### src/design/adfc_pkg.sv
package adfc_pkg;

	localparam logic [15:0] MAX_FRAME_BYTES = 16'hFFFF;

	localparam logic [7:0] DELIM   = 8'h7E;
	localparam logic [7:0] ESC     = 8'h7D;
	localparam logic [7:0] ESC_XOR = 8'h20;
	localparam logic [7:0] SUM_OK  = 8'hFF;

	localparam logic [6:0] MIN_PAYLOAD_START = 7'd4;
	localparam logic [15:0] HEADER_BYTES = 16'd4;

	localparam logic [7:0] RX_API_ID_RESET     = 8'd144;
	localparam logic [6:0] PAYLOAD_START_RESET = 7'd15;

	localparam logic REG_RX_API_ID     = 1'b0;
	localparam logic REG_PAYLOAD_START = 1'b1;

	localparam logic [2:0] VERDICT_OK        = 3'd0;
	localparam logic [2:0] VERDICT_BAD_DELIM = 3'd1;
	localparam logic [2:0] VERDICT_BAD_LEN   = 3'd2;
	localparam logic [2:0] VERDICT_BAD_SUM   = 3'd3;
	localparam logic [2:0] VERDICT_OTHER_API = 3'd4;

	typedef struct packed {
		logic [7:0] payload_byte;
		logic       payload_valid;
		logic       frame_end;
		logic [2:0] verdict;
	} res_t;

	typedef struct packed {
		logic valid;
		res_t res;
	} push_t;

endpackage

### src/design/adfc_front.sv
module adfc_front
	import adfc_pkg::*;
(
	input  logic       clk,
	input  logic       arst_n,
	input  logic       cfg_we,
	input  logic       cfg_index,
	input  logic [7:0] cfg_data,
	input  logic       in_accept,
	input  logic [7:0] in_byte,
	input  logic       in_last,
	output push_t      push
);

	logic [7:0]  rx_api_id_q;
	logic [6:0]  payload_start_q;

	logic [15:0] byte_index_q, byte_index_n;
	logic        esc_q, esc_n;
	logic [15:0] length_q, length_n;
	logic [7:0]  sum_q, sum_n;
	logic [7:0]  type_q, type_n;
	logic        delim_ok_q, delim_ok_n;
	logic [7:0]  held_q, held_n;
	logic        held_valid_q, held_valid_n;

	logic        have;
	logic        trailing;
	logic [7:0]  ub;
	logic        out_valid;
	logic [6:0]  start;
	logic [2:0]  verdict;

	always_ff @(posedge clk or negedge arst_n) begin
		if (!arst_n) begin
			rx_api_id_q     <= RX_API_ID_RESET;
			payload_start_q <= PAYLOAD_START_RESET;
		end else if (cfg_we) begin
			case (cfg_index)
				REG_RX_API_ID:     rx_api_id_q <= cfg_data;
				REG_PAYLOAD_START: payload_start_q <= cfg_data[6:0];
				default: ;
			endcase
		end
	end

	assign start = (payload_start_q < MIN_PAYLOAD_START) ? MIN_PAYLOAD_START : payload_start_q;

	always_comb begin
		have         = 1'b0;
		trailing     = 1'b0;
		ub           = in_byte;
		out_valid    = 1'b0;
		byte_index_n = byte_index_q;
		esc_n        = esc_q;
		length_n     = length_q;
		sum_n        = sum_q;
		type_n       = type_q;
		delim_ok_n   = delim_ok_q;
		held_n       = held_q;
		held_valid_n = held_valid_q;

		if (byte_index_q == '0) begin
			delim_ok_n = (in_byte == DELIM);
			have       = 1'b1;
		end else if (esc_q) begin
			ub    = in_byte ^ ESC_XOR;
			esc_n = 1'b0;
			have  = 1'b1;
		end else if (in_byte == ESC) begin
			trailing = in_last;
			esc_n    = !in_last;
		end else begin
			have = 1'b1;
		end

		if (have) begin
			if (byte_index_q == 16'd1) length_n[15:8] = ub;
			if (byte_index_q == 16'd2) length_n[7:0] = ub;
			if (byte_index_q == 16'd3) type_n = ub;
			if (byte_index_q >= 16'd3) sum_n = sum_q + ub;

			// The held byte goes out now, so the checksum byte never leaves.
			out_valid    = held_valid_q;
			held_valid_n = 1'b0;
			if (byte_index_q >= {9'd0, start} && type_n == rx_api_id_q) begin
				held_n       = ub;
				held_valid_n = 1'b1;
			end
			if (byte_index_q != MAX_FRAME_BYTES) byte_index_n = byte_index_q + 16'd1;
		end

		if (!delim_ok_n) begin
			verdict = VERDICT_BAD_DELIM;
		end else if (trailing || byte_index_n == MAX_FRAME_BYTES
				|| byte_index_n < HEADER_BYTES
				|| (byte_index_n - HEADER_BYTES) != length_n) begin
			verdict = VERDICT_BAD_LEN;
		end else if (sum_n != SUM_OK) begin
			verdict = VERDICT_BAD_SUM;
		end else if (type_n != rx_api_id_q) begin
			verdict = VERDICT_OTHER_API;
		end else begin
			verdict = VERDICT_OK;
		end
	end

	always_comb begin
		push.valid             = in_accept && (in_last || out_valid);
		push.res.payload_byte  = out_valid ? held_q : 8'd0;
		push.res.payload_valid = out_valid;
		push.res.frame_end     = in_last;
		push.res.verdict       = in_last ? verdict : VERDICT_OK;
	end

	always_ff @(posedge clk or negedge arst_n) begin
		if (!arst_n) begin
			byte_index_q <= '0;
			esc_q        <= 1'b0;
			length_q     <= '0;
			sum_q        <= '0;
			type_q       <= '0;
			delim_ok_q   <= 1'b0;
			held_q       <= '0;
			held_valid_q <= 1'b0;
		end else if (in_accept) begin
			if (in_last) begin
				byte_index_q <= '0;
				esc_q        <= 1'b0;
				length_q     <= '0;
				sum_q        <= '0;
				type_q       <= '0;
				delim_ok_q   <= 1'b0;
				held_q       <= '0;
				held_valid_q <= 1'b0;
			end else begin
				byte_index_q <= byte_index_n;
				esc_q        <= esc_n;
				length_q     <= length_n;
				sum_q        <= sum_n;
				type_q       <= type_n;
				delim_ok_q   <= delim_ok_n;
				held_q       <= held_n;
				held_valid_q <= held_valid_n;
			end
		end
	end

endmodule

### config.mk
export PLATFORM = sky130hd
export DESIGN_NAME = adfc_front
export DESIGN_NICKNAME = d
export VERILOG_FILES = /design/src/design/adfc_pkg.sv /design/src/design/adfc_front.sv
export SDC_FILE = /design/constraint.sdc
export NUM_CORES = 1
export LEC_CHECK = 0
export BUFFER_PORTS_ARGS = -buffer_cell sky130_fd_sc_hd__buf_2
export CORE_MARGIN = 3
export CORE_UTILIZATION = 62
export DETAILED_ROUTE_END_ITERATION = 7
export HOLD_SLACK_MARGIN = 0.12
export PLACE_DENSITY = 0.88
export SLEW_MARGIN = 30
export SYNTH_ARGS = -nofsm -noshare
export SYNTH_HDL_FRONTEND = slang
export SYNTH_SLANG_ARGS = --single-unit
### constraint.sdc
create_clock -name clk -period 7.3 [get_ports clk]
set_input_delay 1.825 -clock clk [delete_from_list [all_inputs] [get_ports clk]]
set_output_delay 1.825 -clock clk [all_outputs]
set_load 0.02 [all_outputs]
== Word level (Yosys, flattened, before mapping) ==
Cells that the tools add are included.

* Register bits after elaboration: 74
* Input port bits: 22
* Output and inout port bits: 14
* Word-level logic and storage cells: 88

* Add/subtract/negate cells: 3
* Order comparisons: 4
* Equal/unequal tests: 12
* Multiplexer cells: 42
* Bitwise gates (word level): 2
* Reductions and logical operators: 15

{| class="wikitable"
|+ Operator list
! cell !! number
|-
| 8-bit 2-to-1 mux || 13
|-
| 16-bit 2-to-1 mux || 5
|-
| 16-bit by 2-bit equality test with 1-bit output, second input constant || 2
|-
| 16-bit by 1-bit adder with 16-bit output, second input constant || 1
|-
| 16-bit by 1-bit equality test with 1-bit output, second input constant || 1
|-
| 16-bit equality test, second input constant || 1
|-
| 8-bit by 7-bit equality test with 1-bit output, second input constant || 2
|-
| 16-bit by 2-bit greater-or-equal comparator with 1-bit output, second input constant || 1
|-
| 16-bit by 7-bit greater-or-equal comparator with 1-bit output || 1
|-
| 16-bit zero test || 1
|-
| 16-bit by 3-bit less-than comparator with 1-bit output, second input constant || 1
|-
| 1-bit 2-to-1 mux || 16
|-
| 16-bit inequality test || 1
|-
| 16-bit inequality test, second input constant || 1
|-
| 16-bit by 3-bit subtractor with 16-bit output, second input constant || 1
|-
| 3-bit 2-to-1 mux || 5
|-
| 6-bit 2-to-1 mux || 2
|-
| 8-bit adder || 1
|-
| 8-bit equality test || 1
|-
| 8-bit inequality test || 1
|-
| 8-bit inequality test, second input constant || 1
|-
| 2-bit AND reduction || 4
|-
| 7-bit by 3-bit less-than comparator with 1-bit output, second input constant || 1
|-
| 7-bit 2-to-1 mux || 1
|-
| 7 further kinds || 13
|}

== Longest topological paths before layout ==
* Word-level depth: 12
* Depth in mapped cells: 18

== Worst setup path after synthesis ==
Ideal clock, no wire load.

* Kind: input to output
* Start point: input in_byte[3]
* End point: output push[2] in the netlist's numbering
* Arrival time: 5,274 ps
* Setup slack: 201 ps
* Cell stages on the path: 12
* Buffers on the path: 1
* Path through: buf_2 nand4_1 nor4_4 a211oi_1 xnor2_1 ha_1 nand3_1 or4_4 or4_1 o22ai_1 o22ai_1 nor4_1

{| class="wikitable"
|+ RTL lines
! element !! line !! RTL
|-
| start, declared || adfc_front.sv:10 || <nowiki>input logic [7:0] in_byte,</nowiki>
|-
| end, declared || adfc_front.sv:12 || <nowiki>output push_t push</nowiki>
|}

==> impl_metrics.json <==
{
  "clk_latency_ns": 0.36,
  "maxCapViolCount": 0,
  "finalMaxSlewViolations": 0,
  "finalHoldViolCount": 0,
  "synth_compound_area_frac": 0.241,
  "synth.largest_area_cell": "dfrtp_1",
  "worst_r2r_endpoint": "held_q[5]",
  "synth_adder_area_share": 0.0469,
  "timing.final.crit_share": 0.954,
  "cts_made_buffers": 9,
  "synth_edf_count": 0,
  "multi_input_area_mm2": 0.00361,
  "cp-end-kind": "output port",
  "htree_levels": 3,
  "yosys_warnings": 0,
  "seq_area_mm2": 0.00186,
  "startpoint_type": "primary input",
  "cp_max_fo": 15,
  "die_y_um": 102,
  "rows": 34,
  "drt_pre_antenna_iters": 6,
  "post-place-cells": 730,
  "p_leak_nw": 2.71,
  "cpPeakStageDelay_ns": 0.56,
  "nets": 676,
  "cp_num_buf_inv": 3,
  "post_cts_buffers": 0,
  "synth_seq_area_share": 0.323,
  "yosys.area_share.simple": 0.193,
  "endpoint": "push[0]",
  "drive_gt1_frac": 0.182,
  "synth_top_flop_cell": "dfrtp_1",
  "hold_class": "reg -> reg",
  "cts_resized": 0,
  "setup_viol": 0,
  "startpoint": "in_byte[0]",
  "path_depth": 13,
  "r2r_start": "byte_index_q[9]",
  "gr-usage-all-layers": 0.317,
  "cts_max_path_buffers": 2,
  "antenna_found_initial": 0,
  "drtAntennaViolNets": 0,
  "drt_iter0_markers": 536,
  "status": "finished clean",
  "gp_congestion": 0.978,
  "final_common_cell": "dfrtp_1",
  "power_w": 0.00140,
  "tightest_slew_ns": 0.978,
  "overflow": 0,
  "syn_avg_cell_area_um2": 9.34,
  "slew_headroom": 0.347,
  "reg2regPathDepth": 10,
  "path_clk_slew_ns": 0.08,
  "final_cell_mix": "dfrtp_1 (68), o2bb2ai_1 (40), xnor2_1 (34), buf_2 (34), a21oi_1 (29)",
  "reg2reg_slack_ns": 3.01,
  "grt_start_max_net_pins": 75,
  "finalWirelength_mm": 15.8,
  "synth_mux_area_frac": 0.0695,
  "drc": 0,
  "port_buffers": 35,
  "grt_pass1_vias": 5134,
  "fp.dieW_um": 102,
  "synth_cell_types": 71,
  "clock_skew_ns": 0.0164,
  "cts.sinks": 74,
  "vias": 5177,
  "dieArea_mm2": 0.0105,
  "final_core_util": 0.695,
  "dp_hpwl_mm": 11.3,
  "crit_arrival_ns": 5.14,
  "start_util": 0.648,
  "fin_crit_ns": 6.96,
  "cts_tree": "done",
  "finalSetupTns_ns": 0,
  "synth_top_family_by_area": "compound AO/OA/AOI/OAI gates",
  "ys_ff_latch": 74,
  "syn_area_mm2": 0.00576,
  "crit_family": "simple AND/OR/NAND/NOR gates",
  "async_reset_ff_frac": 1.00,
  "syn_to_final_growth_pct": 7.27,
  "syn_inst": 617,
  "p_per_area_mw_per_mm2": 227,
  "path_class": "in -> out",
  "crit_chain": "buf_2 > nand2b_1 > nor4_4 > buf_4 > a21o_2 > o31ai_1 > nand4_2 > or4_4 > or4_1 > o22ai_1 > o22ai_1 > o41ai_2 > buf_2",
  "core_mm2": 0.00889,
  "worstPathRequired_ns": 5.48,
  "synthXorXnorAreaFrac": 0.0758,
  "cts-root-buf": "clkbuf_8",
  "synth.net_count": 660,
  "fmax_mhz": 144,
  "fill_cells": 654,
  "ios": 36,
  "grt_pass1_wl_mm": 25.8,
  "ir_worst_vdd_mv": 0.171,
  "vias_per_cell": 6.94,
  "rsz0062_at_grt": "no",
  "wl_per_cell_um": 21.1,
  "synth.area.top_cells": "dfrtp_1 (30%), o2bb2ai_1 (6.1%), xnor2_1 (5.2%)",
  "antennaDiodeCount": 0,
  "postCtsHoldBufs": 0,
  "final_cell_count_no_fill": 746,
  "synth_top_area_frac": 0.295,
  "crit_slowest_cell": "or4_4"
}
-- cell usage after synthesis, types with 4 or more instances --
cell,instances
buf_2,9
o21ai_0,9
nor3_1,11
o21a_1,4
a22oi_1,24
a22o_1,4
mux2_2,15
xnor2_1,34
nor2_1,24
nand2_1,23
a2111oi_0,4
a21oi_1,29
dfrtp_1,68
nor2b_1,9
o2bb2ai_1,40
mux2i_1,22
or2_2,6
or4_1,11
dfstp_2,6
o31ai_1,4
nand4_1,16
a31oi_1,11
a21bo_2,7
a211oi_1,7
and2_1,7
nand2b_1,6
nand3_1,22
inv_1,20
xor2_1,14
nor4_4,5
ha_1,20
a21o_1,9
o22ai_1,9
nor4_1,9
and3_1,11
buf_4,4
clkbuf_1,29
or3_1,9
-- logic make-up (layout without fill, tap and decap cells) --
logic type | Yosys count | after routing
buffers and inverters | 67 | 88
AOI/OAI and AO/OA | 186 | 186
and+or+nand+nor | 182 | 182
DFF | 74 | 74
xor gates and xnor gates | 49 | 49
adders and majority gates | 21 | 21
muxes | 38 | 38
-- metal layers --
layer | up-vias | GRT usage | routed length, um
li1 | 2381 | - | -
met2 | 255 | 0.508 | 7490
met1 | 2496 | 0.418 | 6430
met4 | 0 | 0.148 | 506
met5 | - | 0 | 0
met3 | 45 | 0.0546 | 1320
-- how the worst min path moves through the flow --
stage / startpoint / end / slack [ns] / cells past startpoint
floorplan: length_q[10] / length_q[10] / 0.45 / 1
global placement: held_q[4] / held_q[4] / 0.46 / 1
detailed placement: held_q[0] / held_q[0] / 0.47 / 1
CTS: held_q[4] / held_q[4] / 0.49 / 1
global route: length_q[10] / length_q[10] / 0.51 / 1
finish: held_q[4] / held_q[4] / 0.49 / 1
-- registers in the layout, indices dropped and copies added, names as in the netlist --
register / flops
esc_q: 1
rx_api_id_q: 8
held_q: 8
sum_q: 8
byte_index_q: 16
delim_ok_q: 1
payload_start_q: 7
type_q: 8
length_q: 16
held_valid_q: 1
-- layout make-up --
| type | count | area share |
|---|---|---|
| Multi-Input combinational cell | 476 | 0.584 |
| Sequential cell | 74 | 0.301 |
| Timing Repair Buffer | 51 | 0.0488 |
| Clock buffer | 11 | 0.0229 |
| Tap cell | 108 | 0.0219 |
| Inverter | 21 | 0.0128 |
| Clock inverter | 5 | 0.00891 |
-- per-stage QoR --
| step | area [um2] | setup slack [ns] | hold slack, ns |
|---|---|---|---|
| floorplan | 5760 | 0.201 | 0.448 |
| detailed placement | 5980 | 0.357 | 0.469 |
| finish | 6180 | 0.338 | 0.491 |
| global route | 6180 | 0.106 | 0.507 |
| CTS | 6180 | 0.362 | 0.492 |
| global placement | 5980 | 0.471 | 0.462 |
-- power breakdown --
part           internal [W]  switching [W]
clock              0.000166       0.000164
combinational      0.000239       0.000282
sequential         0.000479      0.0000707
Note: power is estimated with default switching activity, not from simulation.
